==> src/rtl/core/rssd_pkg.sv <==
// Package with types and constants of the run-length sprite span decoder.
`default_nettype none
package rssd_pkg;

	localparam logic [7:0] CLEAR_CODE = 8'd255;

	localparam int AddrWidth = 5;

	localparam logic [2:0] REG_ALPHA_MODE    = 3'd0;
	localparam logic [2:0] REG_SPRITE_WIDTH  = 3'd1;
	localparam logic [2:0] REG_SPRITE_HEIGHT = 3'd2;
	localparam logic [2:0] REG_ORIGIN_X      = 3'd3;
	localparam logic [2:0] REG_ORIGIN_Y      = 3'd4;
	localparam logic [2:0] REG_OFF_SHADE     = 3'd5;
	localparam logic [2:0] REG_ON_SHADE      = 3'd6;
	localparam logic [2:0] REG_ALPHA_SHADE   = 3'd7;

	localparam logic [1:0] CODE_OFF   = 2'd0;
	localparam logic [1:0] CODE_ON    = 2'd1;
	localparam logic [1:0] CODE_ALPHA = 2'd2;
	localparam logic [1:0] CODE_NONE  = 2'd3;

	typedef enum logic [0:0] {
		ST_IDLE,
		ST_RUN
	} state_t;

	typedef struct packed {
		logic       alpha_mode;
		logic [7:0] width;
		logic [7:0] height;
		logic [7:0] origin_x;
		logic [7:0] origin_y;
		logic [7:0] off_shade;
		logic [7:0] on_shade;
		logic [7:0] alpha_shade;
	} cfg_t;

	typedef struct packed {
		logic [7:0] take;
		logic [7:0] end_col;
		logic       row_end;
		logic       frame_end;
	} seg_res_t;

endpackage
`default_nettype wire

==> src/rtl/core/rle_sprite_span_decoder.sv <==
// Top level of the run-length sprite span decoder.
// Each accepted span byte is split into fill segments that never cross a sprite row, one
// segment per clock while the output is not stalled, from a single shared clip unit; a byte
// that covers k segments (k is at most 64) keeps in_ready low until its final segment has
// been issued, and a zero-length byte is absorbed in its accept cycle. Segments whose
// color is the transparent code still advance the raster position but are not emitted.
// Registers sit at byte address 4*i; sizes below the legal range are used as the minimum.
`default_nettype none
module rle_sprite_span_decoder
	import rssd_pkg::*;
(
	input  wire logic                 clk,
	input  wire logic                 arst_n,
	input  wire logic                 psel,
	input  wire logic                 penable,
	input  wire logic                 pwrite,
	input  wire logic [AddrWidth-1:0] paddr,
	input  wire logic [31:0]          pwdata,
	output logic      [31:0]          prdata,
	output logic                      pready,
	input  wire logic                 in_valid,
	output logic                      in_ready,
	input  wire logic [7:0]           span_byte,
	output logic                      out_valid,
	input  wire logic                 out_ready,
	output logic      [8:0]           seg_x,
	output logic      [8:0]           seg_y,
	output logic      [7:0]           seg_len,
	output logic      [7:0]           seg_shade,
	output logic                      frame_done,
	output logic                      last
);

	cfg_t cfg;

	rssd_cfg u_cfg (
		.clk     (clk),
		.arst_n  (arst_n),
		.psel    (psel),
		.penable (penable),
		.pwrite  (pwrite),
		.paddr   (paddr),
		.pwdata  (pwdata),
		.prdata  (prdata),
		.pready  (pready),
		.cfg     (cfg)
	);

	rssd_seq u_seq (
		.clk        (clk),
		.arst_n     (arst_n),
		.cfg        (cfg),
		.in_valid   (in_valid),
		.in_ready   (in_ready),
		.span_byte  (span_byte),
		.out_valid  (out_valid),
		.out_ready  (out_ready),
		.seg_x      (seg_x),
		.seg_y      (seg_y),
		.seg_len    (seg_len),
		.seg_shade  (seg_shade),
		.frame_done (frame_done),
		.last       (last)
	);

endmodule
`default_nettype wire

==> src/rtl/core/rssd_cfg.sv <==
// Configuration register file with APB-style access and size clamping.
`default_nettype none
module rssd_cfg
	import rssd_pkg::*;
(
	input  wire logic                 clk,
	input  wire logic                 arst_n,
	input  wire logic                 psel,
	input  wire logic                 penable,
	input  wire logic                 pwrite,
	input  wire logic [AddrWidth-1:0] paddr,
	input  wire logic [31:0]          pwdata,
	output logic      [31:0]          prdata,
	output logic                      pready,
	output cfg_t                      cfg
);

	logic       alpha_mode_q;
	logic [7:0] width_q;
	logic [7:0] height_q;
	logic [7:0] origin_x_q;
	logic [7:0] origin_y_q;
	logic [7:0] off_shade_q;
	logic [7:0] on_shade_q;
	logic [7:0] alpha_shade_q;
	logic [2:0] index;
	logic       wr_en;

	assign pready = 1'b1;
	assign index  = paddr[AddrWidth-1:2];
	assign wr_en  = psel && penable && pwrite && pready;

	always_ff @(posedge clk or negedge arst_n) begin
		if (!arst_n) begin
			alpha_mode_q  <= 1'b0;
			width_q       <= 8'd16;
			height_q      <= 8'd16;
			origin_x_q    <= 8'd0;
			origin_y_q    <= 8'd0;
			off_shade_q   <= 8'd0;
			on_shade_q    <= 8'd1;
			alpha_shade_q <= 8'd255;
		end else if (wr_en) begin
			unique case (index)
				REG_ALPHA_MODE:    alpha_mode_q  <= pwdata[0];
				REG_SPRITE_WIDTH:  width_q       <= pwdata[7:0];
				REG_SPRITE_HEIGHT: height_q      <= pwdata[7:0];
				REG_ORIGIN_X:      origin_x_q    <= pwdata[7:0];
				REG_ORIGIN_Y:      origin_y_q    <= pwdata[7:0];
				REG_OFF_SHADE:     off_shade_q   <= pwdata[7:0];
				REG_ON_SHADE:      on_shade_q    <= pwdata[7:0];
				REG_ALPHA_SHADE:   alpha_shade_q <= pwdata[7:0];
				default:           ;
			endcase
		end
	end

	always_comb begin
		prdata = 32'd0;
		unique case (index)
			REG_ALPHA_MODE:    prdata = {31'd0, alpha_mode_q};
			REG_SPRITE_WIDTH:  prdata = {24'd0, width_q};
			REG_SPRITE_HEIGHT: prdata = {24'd0, height_q};
			REG_ORIGIN_X:      prdata = {24'd0, origin_x_q};
			REG_ORIGIN_Y:      prdata = {24'd0, origin_y_q};
			REG_OFF_SHADE:     prdata = {24'd0, off_shade_q};
			REG_ON_SHADE:      prdata = {24'd0, on_shade_q};
			REG_ALPHA_SHADE:   prdata = {24'd0, alpha_shade_q};
			default:           prdata = 32'd0;
		endcase
	end

	always_comb begin
		cfg.alpha_mode  = alpha_mode_q;
		cfg.width       = (width_q < 8'd2) ? 8'd2 : width_q;
		cfg.height      = (height_q == 8'd0) ? 8'd1 : height_q;
		cfg.origin_x    = origin_x_q;
		cfg.origin_y    = origin_y_q;
		cfg.off_shade   = off_shade_q;
		cfg.on_shade    = on_shade_q;
		cfg.alpha_shade = alpha_shade_q;
	end

endmodule
`default_nettype wire

==> src/rtl/core/rssd_seg_unit.sv <==
// Shared segment unit: clips the remaining span length against the row end.
`default_nettype none
module rssd_seg_unit
	import rssd_pkg::*;
(
	input  wire logic [7:0] column,
	input  wire logic [7:0] row,
	input  wire logic [6:0] len,
	input  wire logic [7:0] width,
	input  wire logic [7:0] height,
	output seg_res_t        res
);

	logic [7:0] room;
	logic [8:0] sum;

	always_comb begin
		room          = width - column;
		res.take      = ({1'b0, len} < room) ? {1'b0, len} : room;
		sum           = {1'b0, column} + {1'b0, res.take};
		res.end_col   = sum[7:0];
		res.row_end   = (res.take == room);
		res.frame_end = res.row_end && (row == (height - 8'd1));
	end

endmodule
`default_nettype wire

==> src/rtl/core/rssd_seq.sv <==
// Span sequencer: raster position, span decode and the output register.
`default_nettype none
module rssd_seq
	import rssd_pkg::*;
(
	input  wire logic       clk,
	input  wire logic       arst_n,
	input  wire cfg_t       cfg,
	input  wire logic       in_valid,
	output logic            in_ready,
	input  wire logic [7:0] span_byte,
	output logic            out_valid,
	input  wire logic       out_ready,
	output logic      [8:0] seg_x,
	output logic      [8:0] seg_y,
	output logic      [7:0] seg_len,
	output logic      [7:0] seg_shade,
	output logic            frame_done,
	output logic            last
);

	state_t     state_q, state_d;
	logic [7:0] column_q;
	logic [7:0] row_q;
	logic [6:0] len_q;
	logic [7:0] shade_q;
	logic       vis_q;
	logic       out_valid_q;

	logic       accept;
	logic       step;
	logic       final_seg;
	logic [6:0] in_len;
	logic [1:0] in_code;
	logic [7:0] in_shade;
	logic [7:0] wrap_row;
	logic [7:0] norm_col;
	logic [7:0] norm_row;
	logic [6:0] len_left;
	seg_res_t   res;

	rssd_seg_unit u_seg (
		.column (column_q),
		.row    (row_q),
		.len    (len_q),
		.width  (cfg.width),
		.height (cfg.height),
		.res    (res)
	);

	always_comb begin
		if (cfg.alpha_mode) begin
			in_len  = {1'b0, span_byte[5:0]};
			in_code = span_byte[7:6];
		end else begin
			in_len  = span_byte[6:0];
			in_code = {1'b0, span_byte[7]};
		end
		unique case (in_code)
			CODE_OFF:   in_shade = cfg.off_shade;
			CODE_ON:    in_shade = cfg.on_shade;
			CODE_ALPHA: in_shade = cfg.alpha_shade;
			CODE_NONE:  in_shade = CLEAR_CODE;
			default:    in_shade = CLEAR_CODE;
		endcase
		norm_col = column_q;
		wrap_row = row_q;
		if (column_q >= cfg.width) begin
			norm_col = 8'd0;
			wrap_row = row_q + 8'd1;
		end
		norm_row = wrap_row;
		if (wrap_row >= cfg.height) begin
			norm_col = 8'd0;
			norm_row = 8'd0;
		end
	end

	always_ff @(posedge clk or negedge arst_n) begin
		if (!arst_n) begin
			state_q <= ST_IDLE;
		end else begin
			state_q <= state_d;
		end
	end

	always_comb begin
		state_d   = state_q;
		in_ready  = 1'b0;
		accept    = 1'b0;
		step      = 1'b0;
		len_left  = len_q - res.take[6:0];
		final_seg = res.frame_end || (len_left == 7'd0);
		unique case (state_q)
			ST_IDLE: begin
				in_ready = 1'b1;
				accept   = in_valid;
				if (in_valid && (in_len != 7'd0)) begin
					state_d = ST_RUN;
				end
			end
			ST_RUN: begin
				step = !out_valid_q || out_ready;
				if (step && final_seg) begin
					state_d = ST_IDLE;
				end
			end
			default: state_d = ST_IDLE;
		endcase
	end

	always_ff @(posedge clk or negedge arst_n) begin
		if (!arst_n) begin
			column_q <= 8'd0;
			row_q    <= 8'd0;
		end else if (accept && (in_len != 7'd0)) begin
			column_q <= norm_col;
			row_q    <= norm_row;
		end else if (step) begin
			if (res.frame_end) begin
				column_q <= 8'd0;
				row_q    <= 8'd0;
			end else if (res.row_end) begin
				column_q <= 8'd0;
				row_q    <= row_q + 8'd1;
			end else begin
				column_q <= res.end_col;
			end
		end
	end

	always_ff @(posedge clk) begin
		if (accept) begin
			len_q   <= in_len;
			shade_q <= in_shade;
			vis_q   <= (in_code != CODE_NONE) && (in_shade != CLEAR_CODE);
		end else if (step) begin
			len_q <= len_left;
		end
	end

	always_ff @(posedge clk or negedge arst_n) begin
		if (!arst_n) begin
			out_valid_q <= 1'b0;
		end else if (step && vis_q) begin
			out_valid_q <= 1'b1;
		end else if (out_ready) begin
			out_valid_q <= 1'b0;
		end
	end

	always_ff @(posedge clk) begin
		if (step && vis_q) begin
			seg_x      <= {1'b0, cfg.origin_x} + {1'b0, column_q};
			seg_y      <= {1'b0, cfg.origin_y} + {1'b0, row_q};
			seg_len    <= res.take;
			seg_shade  <= shade_q;
			frame_done <= res.frame_end;
			last       <= final_seg;
		end
	end

	assign out_valid = out_valid_q;

endmodule
`default_nettype wire

==> config.mk <==
export PLATFORM = sky130hd
export DESIGN_NAME = rle_sprite_span_decoder
export DESIGN_NICKNAME = d
export VERILOG_FILES = /design/src/rtl/core/rssd_pkg.sv /design/src/rtl/core/rle_sprite_span_decoder.sv /design/src/rtl/core/rssd_cfg.sv /design/src/rtl/core/rssd_seg_unit.sv /design/src/rtl/core/rssd_seq.sv
export SDC_FILE = /design/constraint.sdc
export NUM_CORES = 1
export LEC_CHECK = 0
export ABC_AREA = 1
export BUFFER_PORTS_ARGS = -buffer_cell sky130_fd_sc_hd__buf_4
export CORE_MARGIN = 3
export CORE_UTILIZATION = 30
export CTS_BUF_LIST = sky130_fd_sc_hd__clkbuf_8 sky130_fd_sc_hd__clkbuf_16
export DETAILED_ROUTE_END_ITERATION = 8
export GPL_ROUTABILITY_DRIVEN = 0
export PLACE_DENSITY_LB_ADDON = 0.3
export SLEW_MARGIN = 20
export SYNTH_ARGS = -nofsm -noshare
export SYNTH_HDL_FRONTEND = slang
export SYNTH_SLANG_ARGS = --single-unit
==> constraint.sdc <==
create_clock -name clk -period 12.4 [get_ports clk]
set_input_delay 0.62 -clock clk [delete_from_list [all_inputs] [get_ports clk]]
set_output_delay 0.62 -clock clk [all_outputs]
set_load 0.03 [all_outputs]
==> flow_summary.ini, run 1 <==
[outcome]
status = finished clean

[critical_path]
path_delay_family = simple AND/OR/NAND/NOR gates
crit_buf_inv = 3
crit_fanout = 18
path_common_cell = nand2_1
timing_worst_setup_path_type = flip-flop to flip-flop
critPathMaxStageDelay_ps = 430
arrival_ps = 5050
slowest_stage = dfrtp_1
setup.worst_path.end_class = flip-flop
startpoint = u_cfg.width_q[7]
crit_required_ps = 12560
timing.rr.start = u_cfg.width_q[7]
critPathLaunchType = flip-flop

[clock_tree]
cts_tree = built
cts.htree.levels = 4
cts_max_path_buffers = 2
post_cts.repair.setup_buffers = 0
cts_root_buf = clkbuf_16
path_clk_slew_ps = 60
numClockSinks = 127
cts_resized = 0
insertion_delay_ps = 420
cts_hold_buf = 0
numCtsBuffers = 17

[die]
start_util_pct = 30.74
die_width_um = 169.9
dieHeight_um = 169.9
core-area_sq_mm = 0.02621
die_area_sq_mm = 0.02885
ioPinCount = 123
rows = 59

[synthesis]
ys_seq_area_share_pct = 42.85
yosys_warnings = 0
synth.distinct_cells = 48
syn_inst = 982
async_reset_ff_share_pct = 59.06
synth_ff_type = dfrtp_1
ys_ff_latch = 127
yosysTopAreaCell = dfrtp_1
syn_area_sq_mm = 0.008055
synth_edf_count = 52
avgSynthCellArea_sq_um = 8.203
synth_area_leaders = dfrtp_1 20%, edfxtp_1 19%, nand2_1 11%
synth_top_area_share_pct = 19.88

[routing]
vias = 6538
wl_mm = 20.58
routed_via_density = 4.667
drtPass1Iterations = 5
dr.first_iter.drc_count = 442
ant_nets = 0
wire_per_inst_um = 14.69
drc_errors = 0

[grt]
globalRouteOverflowTotal = 0
grt_pass1_vias = 6230
grt_use_total_pct = 14.80
grt_max_degree = 76
antenna_found_initial = 0
grt_pass1_wl_mm = 33.49

[power]
p_per_area_mw_per_mm2 = 270.4
vdd.ir_drop.worst_uv = 110.1
p_leak_nw = 4.603

[sta]
fin_hold_ws_ps = 228.5
slew_violations = 0
fin_crit_ps = 4885
hold_viol = 0
fmax_mhz = 204.7
fin_setup_tns_ps = 0
max-slew-margin-rel_pct = 36.55
tightest_slew_ps = 948.2
rsz0062_at_grt = no
setup_viol = 0
skew_ps = 7.102
fin_crit_sh_pct = 39.40

[finish]
drive_gt1_share_pct = 13.71
layout_common_cells = 238 x nand2_1, 135 x inv_1, 78 x o21ai_0
finalNetCount = 1162
final_common_cell = nand2_1
area_growth_pct = 17.72

[place]
place_hpwl_mm = 15.77
io_buffers = 71

[min_path]
hold_path.class = primary input to async pin

[job]
maxCapViolations = 0
-- cells by family (layout without fill, tap and decap cells) --
family,after synthesis,in the layout,share of synthesized area [%]
other,2,27,0.09323
adders and majority gates,58,58,9.475
AOI/OAI and AO/OA,168,168,12.01
buffers and inverters,186,245,10.17
DFF,127,127,42.86
and+or+nand+nor,408,408,21.81
xor gates and xnor gates,33,33,3.588
-- stage by stage --
| step | total power [mW] | setup slack (ps) | std cells | util (%) | instance area [sq um] |
|---|---|---|---|---|---|
| after CTS | 2.581 | 7491 | 1399 | 36.09 | 9457 |
| after global routing | 2.812 | 6961 | 1400 | 36.18 | 9480 |
| after detailed placement | 2.031 | 7531 | 1367 | 33.66 | 8822 |
| after floorplan | 1.706 | 8196 | 1006 | - | 8145 |
| after global placement | 2.008 | 7542 | 1367 | 33.66 | 8822 |
| final | 2.564 | 7515 | 1401 | 36.19 | 9483 |
-- sequential cells by signal (all words and copies together) (netlist names), 7 cells and up --
signal,cells
u_cfg.height_q,8
u_seq.seg_shade,8
u_seq.len_q,7
u_seq.seg_y,9
u_cfg.origin_y_q,8
u_seq.seg_len,8
u_cfg.on_shade_q,8
u_seq.shade_q,8
u_seq.row_q,8
u_seq.seg_x,9
u_cfg.origin_x_q,8
u_cfg.width_q,8
u_cfg.alpha_shade_q,8
u_cfg.off_shade_q,8
u_seq.column_q,8
-- power by group --
part | switching, mW | internal [mW] | total, mW
clock network | 0.196 | 0.340 | 0.536
registers | 0.0954 | 0.606 | 0.702
logic | 0.844 | 0.484 | 1.33
-- area by class of cell --
class,count,area (sq um)
antenna,1,2.502
clock buffer,20,478.0
clock inverter,12,156.4
fill,2695,16720
inverter,141,536.8
multi-input combinational,693,3881
sequential,127,3452
tap,335,419.2
timing repair buffer,72,556.8
-- per-layer routing --
metal | up-vias | part of all wire, % | GRT usage, %
met5 | - | 0 | 0
met4 | 0 | 1.5 | 4.161
met3 | 22 | 4.5 | 3.345
met2 | 137 | 48 | 24.60
met1 | 3037 | 46 | 19.44
li1 | 3342 | - | -
-- cell usage after synthesis (all sizes together), types with 3 or more instances --
cell type / n
o21ai: 87
nand3b: 3
a221oi: 9
dfstp: 11
xor2: 24
ha: 53
buf: 31
clkbuf: 14
nand2: 249
a21oi: 40
nor2: 81
edfxtp: 52
o2111ai: 7
o21bai: 4
nand4: 8
o22ai: 4
nor3: 10
nor4: 4
nand3: 46
xnor2: 9
inv: 140
or2: 3
o32ai: 7
dfrtp: 64
fa: 5
-- worst register-to-register path, delay by kind of cell (launching register included) --
kind            cells  cell delay [ps]
simple gates       19             1970
buf+inv             3              200
fa+ha+maj           4             1190
flops               1              430
xor+xnor            1              260
compound gates      2              590
-- final timing paths --
kind | to | slack (ps) | depth (start not counted)
max in group asynchronous | u_seq.column_q[2] | 11660 | 1
worst max-delay path | u_seq.last | 7510 | 29
min in group clk | u_cfg.on_shade_q[5] | 410 | 3
worst min-delay path | u_cfg.on_shade_q[2] | 230 | 1
worst min register to register | u_seq.seg_shade[3] | 420 | 0
worst max register to register | u_seq.last | 7510 | 29
Note: power is estimated with default switching activity, not from simulation.
==> run 2: changes to the inputs <==
clock period = 5.05 ns   (was 12.4 ns; I/O delays follow)
==> run 2 against run 1 <==
Compared with the run above:
- core utilization rose by 0.47 points
- register-to-register slack got worse by 7000 ps
- wire length rose by 0.29%
- sequential power rose by 150%
- sequential share of layout area fell by 0.47 points
- critical path depth fell by 1
- combinational power rose to 2.5 times the previous value
- maximum frequency rose by 7.6%
- die area did not move
- first-iteration DRC count fell by 7.5%
- non-clock buffer count rose by 10
==> flow_summary.ini, run 2 (synthesis gave the netlist of run 1 again) <==
[outcome]
status = finished clean

[power]
vdd.ir_drop.worst_uv = 270.8
p_per_area_mw_per_mm2 = 668.8
p_switching_mw = 2.813
sequentialPowerShare_pct = 26.7
switching_share_pct = 43.77
combPwrFrac_pct = 52.6
p_leak_nw = 4.666
intPower_mw = 3.613
pwr-share-clk_pct = 20.7

[finish]
fin_util_pct = 36.66
drive_gt1_share_pct = 14.70
area_growth_pct = 19.26
nFillCells = 2650
ff_latch_area_sq_mm = 0.003452
antenna_cells = 0
finalNetCount = 1172
final_area_sq_mm = 0.009607
layout_common_cells = 238 x nand2_1, 136 x inv_1, 79 x buf_4
top_regs = u_seq.seg_x (9), u_seq.seg_y (9)
multi_input_area_sq_mm = 0.003904
final_common_cell = nand2_1

[critical_path]
critPathMaxStageDelay_ps = 450
setup.worst_path.end_class = flip-flop
crit_fanout = 14
timing_worst_setup_path_type = flip-flop to flip-flop
arrival_ps = 4710
path_common_cell = nand2_1
crit_required_ps = 5220
slowest_stage = dfrtp_1
r2r_slack_ps = 510
critPathLaunchType = flip-flop

[routing]
routed_via_density = 4.652
vias = 6560
drtPass1Iterations = 5
wire_per_inst_um = 14.64
ant_nets = 0
dr.first_iter.drc_count = 409
wl_mm = 20.64
drc_errors = 0

[clock_tree]
numClockSinks = 127
cts_root_buf = clkbuf_16
cts_tree = built
numCtsBuffers = 17
cts_max_path_buffers = 2
cts.htree.levels = 4
path_clk_slew_ps = 60
insertion_delay_ps = 430

[sta]
hold_viol = 0
max-slew-margin-rel_pct = 41.71
fmax_mhz = 220.3
skew_ps = 8.984
slew_violations = 0
setup_viol = 0
fin_crit_sh_pct = 89.88
rsz0062_at_grt = no
fin_setup_tns_ps = 0
fin_crit_ps = 4539
tightest_slew_ps = 871.2

[die]
rows = 59
start_util_pct = 30.74
dieHeight_um = 169.9
ioPinCount = 123
die_area_sq_mm = 0.02885
core-area_sq_mm = 0.02621
die_width_um = 169.9

[place]
place_area_sq_mm = 0.008852
place_hpwl_mm = 15.88
io_buffers = 71

[job]
maxCapViolations = 0

[grt]
grt_pass1_wl_mm = 32.92
globalRouteOverflowTotal = 0
grt_use_total_pct = 14.58
antenna_found_initial = 0
grt_max_degree = 76
grt_pass1_vias = 6174

[min_path]
hold_path.class = primary input to flip-flop
==> run 2: worst max-delay path, delay by kind of cell (launching register included) <==
| family | cells | cell delay [ps] |
|---|---|---|
| AO/OA/AOI/OAI | 2 | 210 |
| adder cells (fa/ha/maj) | 3 | 1150 |
| buffers and inverters | 5 | 460 |
| flip-flops | 1 | 450 |
| XOR/XNOR | 1 | 360 |
| AND/OR/NAND/NOR | 17 | 1650 |
==> run 2: final timing paths <==
path                                   from             endpoint  cells past startpoint
setup / recovery           u_cfg.width_q[7]           u_seq.last                     28
hold / removal                    pwdata[5]  u_cfg.on_shade_q[5]                      3
setup reg to reg           u_cfg.width_q[7]           u_seq.last                     28
hold reg to reg            u_seq.shade_q[6]   u_seq.seg_shade[6]                      0
max in group asynchronous            arst_n     u_cfg.width_q[4]                      3
min in group asynchronous            arst_n  u_cfg.on_shade_q[2]                      2
==> run 2: power by group through the flow <==
| stage | logic [mW] | clock network (mW) | registers, mW |
|---|---|---|---|
| detailed placement | 3.29 | 0 | 1.74 |
| global route | 3.86 | 1.40 | 1.75 |
| floorplan | 2.32 | 0 | 1.86 |
| CTS | 3.31 | 1.36 | 1.72 |
| global placement | 3.24 | 0 | 1.73 |
| finish | 3.38 | 1.33 | 1.72 |
==> run 2: final cells by class <==
| class | count | share of cell area, % |
|---|---|---|
| Inverter | 141 | 5.587 |
| Multi-Input combinational cell | 693 | 40.64 |
| Timing Repair Buffer | 82 | 6.773 |
| Sequential cell | 127 | 35.93 |
| Clock buffer | 20 | 5.092 |
| Tap cell | 335 | 4.363 |
| Clock inverter | 12 | 1.615 |
==> run 2: metal layers <==
metal / global-route usage [%] / vias up / wire length, um
li1: - / 3365 / -
met1: 19.01 / 3033 / 9483
met2: 23.89 / 127 / 9770
met3: 2.648 / 35 / 835
met4: 6.152 / 0 / 554
met5: 0 / - / 0
==> run 2: through the flow <==
step | worst slack [ps] | power [mW] | instances | hold WS (ps)
finish | 511.0 | 6.425 | 1410 | 48.06
global route | 35.63 | 7.013 | 1410 | 46.80
CTS | 373.7 | 6.389 | 1403 | 26.15
detailed placement | 409.5 | 5.025 | 1371 | 404.5
global placement | 420.5 | 4.971 | 1371 | 403.5
floorplan | 846.5 | 4.189 | 1006 | -43.09
==> run 2: what timing repair did <==
| action | 4_1_cts | 5_1_grt |
|---|---|---|
| resized for setup | 0 | 5 |
| buffers inserted | 0 | 4 |
| setup endpoints to repair | 0 | 5 |
| hold endpoints to repair | 0 | 18 |
| hold buffers | 0 | 1 |
